==> src/hdl/mtfd_pkg.sv <==
// mtfd_pkg: constants, types and register codes of the multi-tap fractional delay line
// used by every other file of the block; depends on nothing

package mtfd_pkg;

  localparam int DEPTH     = 8192;
  localparam int ADDR_W    = $clog2(DEPTH);
  localparam int LEN_W     = 14;
  localparam int SAMPLE_W  = 16;
  localparam int DELAY_W   = 22;
  localparam int FRAC_W    = 8;
  localparam int NUM_TAPS  = 4;
  localparam int TAPS_W    = 3;
  localparam int TAP_IDX_W = 2;
  localparam int PADDR_W   = 3;
  localparam int PDATA_W   = 32;

  localparam logic [LEN_W-1:0]  LEN_RESET  = LEN_W'(4410);
  localparam logic [TAPS_W-1:0] TAPS_RESET = TAPS_W'(1);

  typedef enum logic [0:0] {
    REG_LENGTH = 1'b0,
    REG_TAPS   = 1'b1
  } reg_idx_t;

  typedef enum logic [0:0] {
    OP_PROCESS = 1'b0,
    OP_CLEAR   = 1'b1
  } op_t;

  // effective configuration plus length write strobe
  typedef struct packed {
    logic [LEN_W-1:0]  len;
    logic [TAPS_W-1:0] taps;
    logic              len_wr;
  } cfg_t;

  typedef struct packed {
    logic                 load;
    logic                 addr_en;
    logic                 rd_en;
    logic                 rd_sel;
    logic                 cap_y1;
    logic                 cap_y2;
    logic                 mul_en;
    logic                 out_load;
    logic                 out_last;
    logic [TAP_IDX_W-1:0] tap;
    logic                 wr_sample;
    logic                 wr_clear;
    logic [ADDR_W-1:0]    clr_addr;
  } cmd_t;

  typedef struct packed {
    logic out_busy;
  } sts_t;

endpackage

==> src/hdl/mtfd_cfg.sv <==
// mtfd_cfg: APB register file for buffer_length and active_taps
// depends on mtfd_pkg; gives the clamped settings to the rest of the block

module mtfd_cfg (
  input  logic                           clk,
  input  logic                           rst,
  input  logic                           psel,
  input  logic                           penable,
  input  logic                           pwrite,
  input  logic [mtfd_pkg::PADDR_W-1:0]   paddr,
  input  logic [mtfd_pkg::PDATA_W-1:0]   pwdata,
  output logic [mtfd_pkg::PDATA_W-1:0]   prdata,
  output logic                           pready,
  output mtfd_pkg::cfg_t                 cfg
);
  import mtfd_pkg::*;

  logic [LEN_W-1:0]  buffer_length;
  logic [TAPS_W-1:0] active_taps;
  logic              wr;
  reg_idx_t          idx;

  assign pready = 1'b1;
  assign wr     = psel && penable && pwrite;
  assign idx    = reg_idx_t'(paddr[2]);

  always_ff @(posedge clk) begin
    if (rst) begin
      buffer_length <= LEN_RESET;
      active_taps   <= TAPS_RESET;
    end else if (wr) begin
      unique case (idx)
        REG_LENGTH: buffer_length <= pwdata[LEN_W-1:0];
        REG_TAPS:   active_taps   <= pwdata[TAPS_W-1:0];
        default:    ;
      endcase
    end
  end

  always_comb begin
    unique case (idx)
      REG_LENGTH: prdata = PDATA_W'(buffer_length);
      REG_TAPS:   prdata = PDATA_W'(active_taps);
      default:    prdata = '0;
    endcase
  end

  always_comb begin
    if (buffer_length < LEN_W'(2)) begin
      cfg.len = LEN_W'(2);
    end else if (buffer_length > LEN_W'(DEPTH)) begin
      cfg.len = LEN_W'(DEPTH);
    end else begin
      cfg.len = buffer_length;
    end
    if (active_taps == '0) begin
      cfg.taps = TAPS_W'(1);
    end else if (active_taps > TAPS_W'(NUM_TAPS)) begin
      cfg.taps = TAPS_W'(NUM_TAPS);
    end else begin
      cfg.taps = active_taps;
    end
    cfg.len_wr = wr && (idx == REG_LENGTH);
  end

endmodule

==> config.mk <==
export PLATFORM = sky130hd
export DESIGN_NAME = mtfd_cfg
export DESIGN_NICKNAME = d
export VERILOG_FILES = /design/src/hdl/mtfd_pkg.sv /design/src/hdl/mtfd_cfg.sv
export SDC_FILE = /design/constraint.sdc
export NUM_CORES = 1
export LEC_CHECK = 0
export BUFFER_PORTS_ARGS = -buffer_cell sky130_fd_sc_hd__buf_2
export CAP_MARGIN = 25
export CORE_ASPECT_RATIO = 0.5
export CORE_MARGIN = 2
export CORE_UTILIZATION = 39
export CTS_CLUSTER_DIAMETER = 30
export DETAILED_ROUTE_END_ITERATION = 8
export PLACE_DENSITY = 0.86
export SYNTH_ARGS = -nofsm -noshare
export SYNTH_HDL_FRONTEND = slang
export SYNTH_SLANG_ARGS = --single-unit
==> constraint.sdc <==
create_clock -name clk -period 1.5 [get_ports clk]
set_input_delay 0.15 -clock clk [delete_from_list [all_inputs] [get_ports clk]]
set_output_delay 0.15 -clock clk [all_outputs]
set_load 0.1 [all_outputs]
==> impl_metrics.py <==
metrics = {
    "die": {
        "die_h_um": 42.31,
        "coreArea_sq_um": 2684,
        "die_area_sq_um": 3411,
        "pin_count": 91,
        "start_util_pct": 42.66,
        "fp.dieW_um": 80.62,
        "rows": 13,
    },
    "power": {
        "p_sw_share_pct": 45.60,
        "power_leakage_nw": 0.8587,
        "p_clk_share_pct": 22.9,
        "p_int_uw": 797.9,
        "ir_drop_mv": 0.5260,
        "p_comb_share_pct": 45.0,
        "p_seq_share_pct": 32.0,
        "p_sw_uw": 668.8,
        "p_per_area_nw_per_um2": 751.4,
    },
    "synth": {
        "yosys-top-cells-area": "dfxtp_1 (30%), mux2i_1 (15%), buf_4 (12%), nor2b_1 (11%), nand2b_1 (9.8%)",
        "synth-seq-cells": 17,
        "synthFlopType": "dfxtp_1",
        "synthTopCellsByCount": "nor2b_1 (20), buf_4 (19), nand2b_1 (18)",
        "synth_cell_types": 23,
        "synth_top_area_cell": "dfxtp_1",
        "netlist_instances": 137,
        "synth_most_common_cell": "nor2b_1",
        "postSynth.asyncResetShare_pct": 0,
        "synth-edff-count": 0,
        "synth.avg_cell_area_sq_um": 8.357,
        "ys_seq_area_share_pct": 29.73,
        "synth_warnings": 0,
        "synth_top_cell_area_share_pct": 29.73,
        "syn-cell-area_sq_um": 1145,
    },
    "cells_and_area": {
        "fin_util_pct": 72.73,
        "nets": 238,
        "fin_cells": 234,
        "areaGrowthSynthToFinish_pct": 70.49,
        "drive_gt1_share_pct": 49.24,
        "n_antenna_cell": 0,
    },
    "clock_network": {
        "clk_pin_slew_ps": 60,
        "cts_root_buf": "clkbuf_8",
        "cts_tree": "done",
        "cts_hold_buf": 0,
        "clock-sinks": 17,
        "postCtsSetupBuffers": 0,
        "clk_latency_ps": 250,
        "numCtsBuffers": 3,
        "clk_path_buf_depth": 2,
        "cts_max_level": 1,
    },
    "critical_path": {
        "cp_slowest_cell": "or4_4",
        "endpoint_kind": "output pin",
        "crit_fanout": 2,
        "path_class": "flop to output pin",
        "max_stage_delay_ps": 550,
        "path_cells": "or4_4, buf_6, o32ai_4, buf_12",
        "arrival_ps": 1790,
        "required_ps": 1350,
        "cp-start-kind": "flop",
    },
    "global_route": {
        "antenna_found_initial": 0,
        "grt_use_total_pct": 22.53,
        "grt_max_degree": 34,
        "grt_pass1_wl_um": 5727,
        "grt_pass1_vias": 1165,
        "globalRouteOverflowTotal": 0,
    },
    "routing": {
        "wirelength_um": 3872,
        "drc_errors": 0,
        "drtIter0Drc": 33,
        "ant_nets": 0,
        "via_per_inst": 4.859,
        "wl_per_cell_um": 16.55,
        "dr_total_vias": 1137,
        "drt_first_pass_iters": 4,
    },
    "placed_design": {
        "port-buffer-count": 51,
        "gp_congestion": 0.7835,
        "hpwlAfterDp_um": 2669,
        "dp_cells": 230,
    },
    "timing": {
        "hold_viol": 0,
        "finalClockSkew_ps": 0,
        "fmax_mhz": 516.0,
        "rsz0062_at_grt": "yes",
        "finalSetupViolCount": 2,
        "post-route-period-util_pct": 129.2,
        "fin_ws_ps": -437.9,
        "setup_tns_ps": -863.4,
        "final_max_slew_viol_count": 0,
        "post-route-min-period_ps": 1938,
    },
    "outcome": {
        "outcome": "complete, but fails checks",
        "violations": "negative setup slack",
    },
    "run": {
        "maxCapViolations": 0,
    },
    "hold_path": {
        "hp-class": "input port to flop",
    },
}
==> final timing paths <==
kind	from	end	slack (ps)	cells past startpoint
max	buffer_length[11]$_SDFFE_PP0P_	cfg[5]	-440	4
max reg2reg	buffer_length[6]$_SDFFE_PP0P_	buffer_length[6]$_SDFFE_PP0P_	600	3
min	pwdata[8]	buffer_length[8]$_SDFFE_PP1P_	160	3
min reg2reg	buffer_length[0]$_SDFFE_PP0P_	buffer_length[0]$_SDFFE_PP0P_	500	2
==> flip-flops by register name (all words and copies together) (netlist names) <==
register and count:
buffer_length 14, active_taps 3
==> critical path, delay by kind of cell (launching register included) <==
family / cells / cell delay, ps
AO/OA/AOI/OAI: 1 / 300
buffers and inverters: 2 / 350
flip-flops: 1 / 320
AND/OR/NAND/NOR: 1 / 550
==> power by group through the flow <==
stage               Clock, mW  Combinational (mW)  Sequential [mW]
finish                  0.337               0.661            0.470
global route            0.362               0.677            0.470
CTS                     0.341               0.651            0.469
detailed placement          0               0.646            0.479
floorplan                   0               0.539            0.479
global placement            0               0.637            0.478
==> placed cells by master (no fill, tap or decap), types with 3 or more instances in the layout <==
master | Yosys | layout
nor2b_1 | 20 | 6
buf_4 | 19 | 13
inv_1 | 3 | 3
clkbuf_8 | 0 | 3
nor2_1 | 15 | 14
clkbuf_4 | 0 | 6
buf_12 | 0 | 21
mux2i_1 | 17 | 17
buf_2 | 1 | 24
nor2b_4 | 0 | 6
nand2b_1 | 18 | 18
nor2b_2 | 2 | 10
dfxtp_1 | 17 | 16
conb_1 | 2 | 19
==> final cells by class <==
class                           instances  area (sq um)
Multi-Input combinational cell        105         772.0
Timing Repair Buffer                   68         735.7
Fill cell                             174         732.0
Sequential cell                        17         341.6
Tap cell                               37         46.29
Clock buffer                            4         45.04
Inverter                                3         11.26
==> metal layers <==
layer / GRT usage (%) / vias up / share of wire [%]
met5: 0 / - / 0
met4: 12.20 / 0 / 4.2
li1: - / 520 / -
met3: 6.466 / 18 / 7.0
met2: 40.50 / 59 / 50
met1: 23.90 / 540 / 39
==> kinds of logic (layout without fill, tap and decap cells) <==
group	Yosys count	count (layout)	synth area share [%]
compound gates	4	4	2.513
buf+inv	32	75	17.49
flops	17	17	29.73
mux	19	19	16.83
other cells	2	19	0.6560
simple gates	63	63	32.79
==> metrics by stage <==
| stage | area [sq um] | setup WS [ps] | power [mW] | hold WS [ps] |
|---|---|---|---|---|
| 2_1_floorplan | 1310 | -403.8 | 1.018 | 304.7 |
| 3_3_place_gp | 1862 | -168.2 | 1.115 | 409.2 |
| 3_5_place_dp | 1862 | -217.0 | 1.124 | 416.4 |
| 4_1_cts | 1928 | -424.3 | 1.461 | 157.3 |
| 5_1_grt | 1952 | -471.2 | 1.510 | 172.9 |
| 6_report | 1952 | -437.9 | 1.467 | 156.2 |
==> timing repair <==
| item | 4_1_cts | 5_1_grt |
|---|---|---|
| setup endpoints to repair | 6 | 9 |
| pin swaps | 2 | 0 |
| gates resized for setup | 6 | 9 |
| endpoints found under the hold margin | 0 | 0 |
Power figures use the tool's default switching activity.
