`src/hdl/mtfd_pkg.sv`:
```
// mtfd_pkg: constants, types and register codes of the multi-tap fractional delay line
// used by every other file of the block; depends on nothing

package mtfd_pkg;

  localparam int DEPTH     = 8192;
  localparam int ADDR_W    = $clog2(DEPTH);
  localparam int LEN_W     = 14;
  localparam int SAMPLE_W  = 16;
  localparam int DELAY_W   = 22;
  localparam int FRAC_W    = 8;
  localparam int NUM_TAPS  = 4;
  localparam int TAPS_W    = 3;
  localparam int TAP_IDX_W = 2;
  localparam int PADDR_W   = 3;
  localparam int PDATA_W   = 32;

  localparam logic [LEN_W-1:0]  LEN_RESET  = LEN_W'(4410);
  localparam logic [TAPS_W-1:0] TAPS_RESET = TAPS_W'(1);

  typedef enum logic [0:0] {
    REG_LENGTH = 1'b0,
    REG_TAPS   = 1'b1
  } reg_idx_t;

  typedef enum logic [0:0] {
    OP_PROCESS = 1'b0,
    OP_CLEAR   = 1'b1
  } op_t;

  // effective configuration plus length write strobe
  typedef struct packed {
    logic [LEN_W-1:0]  len;
    logic [TAPS_W-1:0] taps;
    logic              len_wr;
  } cfg_t;

  typedef struct packed {
    logic                 load;
    logic                 addr_en;
    logic                 rd_en;
    logic                 rd_sel;
    logic                 cap_y1;
    logic                 cap_y2;
    logic                 mul_en;
    logic                 out_load;
    logic                 out_last;
    logic [TAP_IDX_W-1:0] tap;
    logic                 wr_sample;
    logic                 wr_clear;
    logic [ADDR_W-1:0]    clr_addr;
  } cmd_t;

  typedef struct packed {
    logic out_busy;
  } sts_t;

endpackage

```
`src/hdl/mtfd_ctrl.sv`:
```
// mtfd_ctrl: sequencer for store clearing, per-tap reads, interpolation and sample write
// depends on mtfd_pkg; drives mtfd_dpath through cmd_t and reads sts_t

module mtfd_ctrl (
  input  logic           clk,
  input  logic           rst,
  input  mtfd_pkg::cfg_t cfg,
  input  logic           in_valid,
  input  logic           in_op,
  output logic           in_ready,
  output mtfd_pkg::cmd_t cmd,
  input  mtfd_pkg::sts_t sts
);
  import mtfd_pkg::*;

  typedef enum logic [3:0] {
    S_CLEAR,
    S_IDLE,
    S_ADDR,
    S_RD1,
    S_RD2,
    S_RD3,
    S_MUL,
    S_RES,
    S_WRITE
  } state_t;

  state_t               state;
  logic [ADDR_W-1:0]    cnt;
  logic [TAP_IDX_W-1:0] tap;
  logic                 last_tap;

  assign in_ready = (state == S_IDLE);
  assign last_tap = (TAPS_W'(tap) + TAPS_W'(1) == cfg.taps);

  always_ff @(posedge clk) begin
    if (rst) begin
      state <= S_CLEAR;
      cnt   <= '0;
      tap   <= '0;
    end else begin
      unique case (state)
        S_CLEAR: begin
          cnt <= cnt + ADDR_W'(1);
          if (cnt == ADDR_W'(DEPTH - 1)) begin
            state <= S_IDLE;
          end
        end
        S_IDLE: begin
          if (in_valid) begin
            tap <= '0;
            cnt <= '0;
            state <= (op_t'(in_op) == OP_CLEAR) ? S_CLEAR : S_ADDR;
          end
        end
        S_ADDR:  state <= S_RD1;
        S_RD1:   state <= S_RD2;
        S_RD2:   state <= S_RD3;
        S_RD3:   state <= S_MUL;
        S_MUL:   state <= S_RES;
        S_RES: begin
          if (!sts.out_busy) begin
            if (last_tap) begin
              state <= S_WRITE;
            end else begin
              tap   <= tap + TAP_IDX_W'(1);
              state <= S_ADDR;
            end
          end
        end
        S_WRITE: state <= S_IDLE;
        default: state <= S_IDLE;
      endcase
    end
  end

  always_comb begin
    cmd           = '0;
    cmd.tap       = tap;
    cmd.clr_addr  = cnt;
    cmd.out_last  = last_tap;
    cmd.load      = (state == S_IDLE) && in_valid;
    cmd.addr_en   = (state == S_ADDR);
    cmd.rd_en     = (state == S_RD1) || (state == S_RD2);
    cmd.rd_sel    = (state == S_RD2);
    cmd.cap_y1    = (state == S_RD2);
    cmd.cap_y2    = (state == S_RD3);
    cmd.mul_en    = (state == S_MUL);
    cmd.out_load  = (state == S_RES) && !sts.out_busy;
    cmd.wr_sample = (state == S_WRITE);
    cmd.wr_clear  = (state == S_CLEAR);
  end

endmodule

```
`config.mk`:
```
export PLATFORM = sky130hd
export DESIGN_NAME = mtfd_ctrl
export DESIGN_NICKNAME = d
export VERILOG_FILES = /design/src/hdl/mtfd_pkg.sv /design/src/hdl/mtfd_ctrl.sv
export SDC_FILE = /design/constraint.sdc
export NUM_CORES = 1
export LEC_CHECK = 0
export BUFFER_PORTS_ARGS = -buffer_cell sky130_fd_sc_hd__buf_2
export CAP_MARGIN = 10
export CORE_UTILIZATION = 45
export CTS_CLUSTER_DIAMETER = 60
export DETAILED_ROUTE_END_ITERATION = 8
export PLACE_DENSITY = 0.77
export REMOVE_ABC_BUFFERS = 1
export SYNTH_ARGS = -nofsm -noshare
export SYNTH_HDL_FRONTEND = slang
export SYNTH_SLANG_ARGS = --single-unit
```
`constraint.sdc`:
```
create_clock -name clk -period 2.66 [get_ports clk]
set_input_delay 0.399 -clock clk [delete_from_list [all_inputs] [get_ports clk]]
set_output_delay 0.399 -clock clk [all_outputs]
set_load 0.05 [all_outputs]
```
==> reports/metrics.cfg, run 1 <==
[timing]
worst_slew_pin_slew_ps=516
tns_ps=0
maxSlewViolCount=0
period_share_pct=86.3
slew-limit-headroom_pct=65.1
fmax_mhz=436
fin_worst_skew_ps=2.50
setup_violations=0
rsz0062_at_grt=false
layout_min_cycle_time_ps=2300
hold_viol=0

[cts]
numClockSinks=19
cts_hold_buffers=0
cts_buffer_depth=2
cts.htree.levels=1
clk_pin_slew_ps=110
cts_setup_buffers=0
cts_made_buffers=3
cts_tree=done
cts_resized=0
clk_latency_ps=290
cts-root-buf=clkbuf_4

[global_route]
use_met3_pct=5.76
top_usage_layer=met2
grtUsageTotal_pct=19.5
grt_antenna_before_repair=0
grt_pass1_vias=886
met2_usage_pct=35.1
grt_pass1_wl_um=3830
grtUsageMet1_pct=22.3
gr-total-overflow=0
grt_max_degree=14

[routing]
drtAntennaViolNets=0
vias_per_cell=5.59
wl_per_cell_um=12.6
drtIter0Drc=9
drtPass1Iterations=4
drc=0
vias=1063
routed_wl_um=2390

[placement]
dp_hpwl_um=1850
port_buffers=34
dp_cells=186
gp_congestion=0.826

[critical_path]
worstPathRequired_ps=2260
path_class=flip-flop to output port
startpoint_type=flip-flop
r2r-start=state[1]
rr_endpoint=cnt[11]
crit_arrival_ps=1900
endpoint_kind=output port
rr_worst_depth=4
crit_path_max_incr_delay_ps=560
crit_path_end=cmd[25]
cp_slowest_cell=dfxtp_1
ff2ff_setup_slack_ps=470
startpoint=state[0]
path_cells=nor4b_1, nand2_1, inv_1, buf_2
worstPathMaxFanout=13

[power_and_ir_drop]
leakage_nw=0.540
p_comb_share_pct=31.4
finalPower_mw=0.695
swShare_pct=39.1
power.density_mw_per_mm2=559
clockPowerShare_pct=20.9
vdd_drop_max_v=0.000364
p_switching_mw=0.272
intPower_mw=0.424
pwr-share-seq_pct=47.7

[synth]
syn_area_per_cell_um2=7.90
yosys.cell_types.count=34
yosys_warnings=0
ys_ff_latch=19
ys_seq_area_share_pct=36.2
synth_area_mm2=0.00105
async_flop_share_pct=0
syn_inst=133
synth_edf_count=0
synthFlopType=dfxtp_1

[hold_path]
min_from=rst
min_path_type=input pin to flip-flop

[final_layout]
layout_common_cells=34 x buf_2, 19 x dfxtp_1, 12 x a21oi_1, 9 x nor2_1, 8 x nand3_1
diodes=0
mostFrequentLayoutCell=buf_2
fill_cells=221
areaGrowthSynthToFinish_pct=18.5
stdcell_count=190
nNetsFinal=188
final_layout_size_suffix_gt1_share_pct=25.3

[die]
die_x_um=50.3
dieHeight_um=50.3
die_area_mm2=0.00253
rows=17
start_util_pct=47.5
ioPinCount=50
core_mm2=0.00221

[run_status]
outcome=complete, no violations

[run]
maxCapViolCount=0

synth_stat cells, types with 4 or more instances:
| cell | n | area [µm²] |
|---|---|---|
| o211ai_1 | 4 | 30.0 |
| a21oi_1 | 12 | 60.1 |
| inv_1 | 6 | 22.5 |
| nand3_1 | 8 | 40.0 |
| nor2b_1 | 5 | 31.3 |
| or3_1 | 5 | 31.3 |
| o21ai_0 | 5 | 25.0 |
| nand2_1 | 7 | 26.3 |
| nor2_1 | 9 | 33.8 |
| or4_1 | 5 | 37.5 |
| dfxtp_1 | 19 | 380 |
| o31ai_1 | 4 | 30.0 |
| nor3_1 | 5 | 25.0 |
| clkbuf_1 | 7 | 26.3 |
worst min path at each step:
stage	endpoint	slack, ps	cells after the start
final	tap[1]	390	2
after global placement	cnt[6]	470	2
after detailed placement	cnt[11]	510	2
after global routing	tap[0]	410	2
after CTS	tap[0]	390	2
after floorplan	tap[0]	470	1
cell families (layout without fill, tap and decap cells):
family	after synthesis	in the layout	synth area share [%]
AOI/OAI and AO/OA	30	30	17.6
xor gates and xnor gates	6	6	5.00
adders and majority gates	2	2	2.38
buffers and inverters	16	45	6.55
DFF	19	19	36.2
muxes	1	1	0.952
and+or+nand+nor	59	59	31.3
cell type report:
cell class              count  area, µm²  area share [%]
well taps                  28       35.0            2.81
clock inverters             1       5.00           0.402
repair buffers             35        178            14.3
flip-flops and latches     19        380            30.6
inverters                   6       22.5            1.81
clock buffers               3       22.5            1.81
multi-input cells          98        602            48.3
critical path, delay by kind of cell, from the launching register on:
kind | cells | cell delay, ps
and+or+nand+nor | 2 | 700
buffers and inverters | 2 | 350
DFF | 1 | 560
layer usage:
layer | vias to the layer above | part of all wire (%)
met5 | - | 0
met4 | 0 | 0.59
met3 | 2 | 6.1
met2 | 34 | 50
met1 | 490 | 43
li1 | 537 | -
through the flow:
stage,worst slack (ps),hold slack (ps),cell area [µm²],util [%]
2_1_floorplan,-754,468,1000,-
3_3_place_gp,580,472,1220,55.0
3_5_place_dp,483,509,1220,55.0
4_1_cts,395,386,1240,56.3
5_1_grt,255,408,1240,56.3
6_report,364,394,1240,56.3
power groups by stage:
stage	sequential, mW	clock, mW	combinational, mW
4_1_cts	0.331	0.151	0.220
6_report	0.332	0.145	0.219
2_1_floorplan	0.378	0	0.117
3_5_place_dp	0.338	0	0.220
5_1_grt	0.336	0.163	0.233
3_3_place_gp	0.336	0	0.213
state kept, by name (all words and copies together), names as in the netlist:
register  flops
cnt          13
state         4
tap           2
Power figures use the tool's default switching activity.
==> run 2, diff against run 1 <==
- ABC_AREA: unset -> 1
- CORE_UTILIZATION: 45 -> 40
- PLACE_DENSITY: 0.77 -> 0.68
==> run 2 against run 1 <==
Worst hold slack lost 86 ps; combinational power grew to 2.9 times the previous value; core utilization shrank 6.8 points; synthesized area grew 8.9%; via count grew 5.6%; highest routed layer unchanged; global-route usage shrank 4.3 points; wire length shrank 5.5%; setup slack gained 300 ps; first-iteration DRC count grew 120%.
==> reports/metrics.cfg, run 2 <==
[final_layout]
diodes=0
layout_common_cells=38 x nand2_1, 34 x buf_2, 28 x inv_1, 19 x dfxtp_1, 17 x nor2_1
fill_cells=291
final_layout_size_suffix_gt1_share_pct=27.8
mostFrequentLayoutCell=nand2_1
nNetsFinal=231
largest_reg_flops=13
final_area_mm2=0.00135
top_regs=cnt: 13 flops, state: 4 flops, tap: 2 flops
largest_register=cnt
areaGrowthSynthToFinish_pct=18.3
final_util_pct=49.5

[critical_path]
ff2ff_setup_slack_ps=1180
critPathTopFamily=buffers and inverters
rr_worst_depth=6
path_class=flip-flop to output port
startpoint_type=flip-flop
r2r-start=state[2]
endpoint_kind=output port
rr_endpoint=cnt[5]
worstPathRequired_ps=2260
crit_path_max_incr_delay_ps=420
cp_slowest_cell=dfxtp_1
startpoint=tap[0]
path_cells=ha_1, inv_1, nand2_1, nand2_1, nand3_1, inv_1, buf_2
crit_arrival_ps=1590
worstPathMaxFanout=5
cp_num_buf_inv=3

[global_route]
grt_pass1_vias=946
grt_antenna_before_repair=0
grt_max_degree=14
grt_pass1_wl_um=3880
gr-total-overflow=0
grtUsageTotal_pct=15.2

[timing]
slew-limit-headroom_pct=80.8
fin_ws_ps=667
fmax_mhz=502
tns_ps=0
worst_slew_pin_slew_ps=288
rsz0062_at_grt=false
whs_ps=308
fin_worst_skew_ps=2.80
maxSlewViolCount=0
setup_violations=0
period_share_pct=74.9
hold_viol=0
layout_min_cycle_time_ps=1990

[synth]
syn_area_per_cell_um2=6.73
yosys.cell_types.count=28
synth_edf_count=0
ys_ff_latch=19
synth_top_area_share_pct=33.2
synth_area_mm2=0.00114
synthTopCellsByArea=dfxtp_1 33%, nand2_1 12%, inv_1 9.2%, nor2_1 5.6%, nand3_1 4.8%
yosysTopAreaCell=dfxtp_1
synthFlopType=dfxtp_1
syn_inst=170
ys_seq_area_share_pct=33.2
async_flop_share_pct=0
yosys_warnings=0
synth_most_common_cell=nand2_1
synth_common_cells=38 x nand2_1, 28 x inv_1, 19 x dfxtp_1, 17 x nor2_1, 11 x nand3_1

[placement]
port_buffers=34
gp_congestion=0.778
pre_cts_slack_ps=1010
placedInstanceArea_mm2=0.00133
dp_hpwl_um=1810

[power_and_ir_drop]
p_switching_mw=0.625
clockPowerShare_pct=12.3
swShare_pct=53.5
p_comb_share_pct=54.9
power.density_mw_per_mm2=863
intPower_mw=0.543
pwr-share-seq_pct=32.7
leakage_nw=0.728
vdd_drop_max_v=0.000555

[hold_path]
min_path_cells=2
min_from=rst
hold_end=cnt[1]
min_path_type=input pin to flip-flop

[routing]
wl_per_cell_um=9.56
drtIter0Drc=20
routed_wl_um=2260
vias_per_cell=4.75
drtAntennaViolNets=0
drtPass1Iterations=4
vias=1122
drc=0

[cts]
clk_latency_ps=290
cts_made_buffers=3
cts_setup_buffers=0
cts_resized=0
cts_tree=done
clk_pin_slew_ps=110
numClockSinks=19
cts_buffer_depth=2
cts-root-buf=clkbuf_4
cts.htree.levels=1
cts_hold_buffers=0

[die]
die_area_mm2=0.00308
ioPinCount=50
dieHeight_um=55.5
start_util_pct=41.9
core_mm2=0.00273
rows=19
die_x_um=55.5

[run]
maxCapViolCount=0

[run_status]
outcome=complete, no violations

## run 2: kinds of logic after synthesis
| family | count (synthesis) | synth area share (%) |
|---|---|---|
| AND/OR/NAND/NOR | 90 | 39.8 |
| buffers and inverters | 34 | 12.5 |
| AO/OA/AOI/OAI | 24 | 11.6 |
| flip-flops | 19 | 33.2 |
| XOR/XNOR | 1 | 0.765 |
| adder cells (fa/ha/maj) | 2 | 2.19 |
## run 2: per-stage QoR
stage          std cells  power, mW
2_1_floorplan        167      0.897
3_3_place_gp         232       1.03
3_5_place_dp         232       1.03
4_1_cts              236       1.18
5_1_grt              236       1.25
6_report             236       1.17
## run 2: area by class of cell
type | instances | area, µm² | share of cell area (%)
clock buffers | 4 | 26.3 | 1.94
repair buffers | 34 | 170 | 12.6
multi-input cells | 117 | 622 | 45.9
well taps | 31 | 38.8 | 2.87
flip-flops and latches | 19 | 380 | 28.1
inverters | 31 | 116 | 8.60
## run 2: power by group through the flow
stage | Sequential, mW | Combinational (mW) | Clock (mW)
3_5_place_dp | 0.387 | 0.644 | 0
2_1_floorplan | 0.475 | 0.423 | 0
5_1_grt | 0.392 | 0.704 | 0.158
3_3_place_gp | 0.388 | 0.640 | 0
4_1_cts | 0.382 | 0.645 | 0.150
6_report | 0.382 | 0.641 | 0.144
## run 2: worst max path at each step
| stage | endpoint | slack, ps | depth (start not counted) |
|---|---|---|---|
| floorplan | cmd[21] | 430 | 3 |
| global placement | cmd[17] | 1000 | 7 |
| detailed placement | cmd[17] | 1010 | 7 |
| CTS | cmd[17] | 660 | 7 |
| global route | cmd[17] | 540 | 7 |
| finish | cmd[17] | 670 | 7 |
## run 2: per-layer routing
layer  wire (µm)  track usage [%]  up-vias  part of all wire (%)
li1            -                -      611                     -
met1        1110             19.9      481                    49
met2        1030             26.0       28                    45
met3         110             3.04        2                   4.9
met4           7             3.21        0                  0.31
met5           0                0        -                     0
==> run 3, diff against run 2 <==
- PLACE_DENSITY: 0.68 -> 0.71
- clock period: 2.66 -> 1.8 ns (I/O delays scaled with it)
==> run 3 against run 2 <==
First-iteration DRC count is 30% higher; critical endpoint is now cmd[18]; via count is 0.53% lower; cell count stayed put; count of clock-buffer cells in the layout is 1 lower; core utilization is 1.6 points higher; combinational power is 56% higher; critical path depth is 1 lower; register-to-register slack worse by 880 ps; global-route usage is 0.12 points higher; critical path type unchanged; sequential cell count stayed put.
==> reports/metrics.cfg, run 3 (synthesized netlist as in run 2, its figures left out) <==
[routing]
wl_per_cell_um=9.73
drtPass1Iterations=4
drc=0
drtAntennaViolNets=0
routed_wl_um=2300
vias_per_cell=4.73
drtIter0Drc=26
vias=1116

[hold_path]
min_path_type=input pin to flip-flop

[timing]
fmax_mhz=599
tns_ps=0
maxSlewViolCount=0
fin_ws_ps=130
layout_min_cycle_time_ps=1670
whs_ps=191
fin_worst_skew_ps=6.78
slew-limit-headroom_pct=81.7
hold_viol=0
period_share_pct=92.8
worst_slew_pin_slew_ps=273
setup_violations=0
rsz0062_at_grt=false

[die]
core_mm2=0.00273
die_x_um=55.5
die_area_mm2=0.00308
rows=19
dieHeight_um=55.5
ioPinCount=50
start_util_pct=41.9

[critical_path]
worstPathMaxFanout=6
cp_slowest_cell=dfxtp_1
endpoint_kind=output port
startpoint_type=flip-flop
crit_arrival_ps=1400
worstPathRequired_ps=1530
path_class=flip-flop to output port
crit_path_max_incr_delay_ps=350
crit_path_frequent_cell=inv_1
path_cells=inv_1, nand2_2, nor2_4, inv_1, nor2_1, clkbuf_4

[final_layout]
final_area_mm2=0.00140
top_regs=cnt: 13 flops, state: 4 flops, tap: 2 flops
stdcell_count=236
areaGrowthSynthToFinish_pct=22.0
largest_register=cnt
nNetsFinal=231
largest_reg_flops=13
multi_input_area_um2=642
layout_common_cells=37 x nand2_1, 31 x buf_2, 26 x inv_1, 17 x nor2_1, 16 x dfxtp_1
diodes=0
final_util_pct=51.1
mostFrequentLayoutCell=nand2_1
fill_cells=290
regArea_um2=387
final_layout_size_suffix_gt1_share_pct=32.2

[placement]
dp_cells=232
pre_cts_slack_ps=276
gp_congestion=0.774
dp_hpwl_um=1750
port_buffers=34
placedInstanceArea_mm2=0.00133

[cts]
cts.htree.levels=1
cts_tree=done
cts_made_buffers=3
clk_pin_slew_ps=110
cts_buffer_depth=2
cts-root-buf=clkbuf_4
clk_latency_ps=300
numClockSinks=19
cts_setup_buffers=0

[run_status]
outcome=complete, no violations

[power_and_ir_drop]
leakage_nw=0.732
clockPowerShare_pct=12.1
swShare_pct=53.1
pwr-share-seq_pct=32.1
p_switching_mw=0.955
intPower_mw=0.843
power.density_mw_per_mm2=1290
p_comb_share_pct=55.8
vdd_drop_max_v=0.00112
finalPower_mw=1.80

[global_route]
grtUsageTotal_pct=15.4
grt_pass1_vias=912
gr-total-overflow=0
grt_max_degree=14
grt_antenna_before_repair=0
grt_pass1_wl_um=3850

[run]
maxCapViolCount=0

==> run 3: layout make-up <==
| cell class | instances | share of cell area (%) |
|---|---|---|
| Timing Repair Buffer | 34 | 13.3 |
| Clock inverter | 1 | 0.358 |
| Inverter | 31 | 8.33 |
| Tap cell | 31 | 2.78 |
| Clock buffer | 3 | 1.61 |
| Multi-Input combinational cell | 117 | 46.0 |
| Sequential cell | 19 | 27.7 |
==> run 3: metal layers <==
layer	part of all wire [%]	track usage, %	vias up	routed length, µm
met5	0	0	-	0
met4	0.83	3.21	0	19
met3	3.0	3.98	2	68
met2	44	23.8	15	1010
met1	52	21.6	488	1190
li1	-	-	611	-
==> run 3: what timing repair did <==
item | in CTS | in global routing
hold endpoints to repair | 0 | 0
resized for setup | 2 | 13
hold buffers | 0 | 0
endpoints found under the setup margin | 1 | 5
==> run 3: worst max-delay path, delay by kind of cell, from the launching register on <==
kind | cells | cell delay (ps)
buffers and inverters | 3 | 410
DFF | 1 | 350
and+or+nand+nor | 3 | 340
==> run 3: power by group through the flow <==
| stage | Sequential (mW) | Combinational [mW] | Clock [mW] |
|---|---|---|---|
| floorplan | 0.702 | 0.624 | 0 |
| global placement | 0.569 | 0.948 | 0 |
| detailed placement | 0.569 | 0.952 | 0 |
| CTS | 0.562 | 0.964 | 0.229 |
| global route | 0.591 | 1.10 | 0.245 |
| finish | 0.577 | 1.00 | 0.217 |
==> run 3: worst paths after layout <==
kind	start	endpoint	slack, ps	depth (start not counted)
hold / removal	rst	state[2]	190	2
setup reg to reg	state[2]	cnt[5]	300	6
setup / recovery	state[3]	cmd[18]	130	6
hold reg to reg	cnt[9]	cnt[9]	500	2
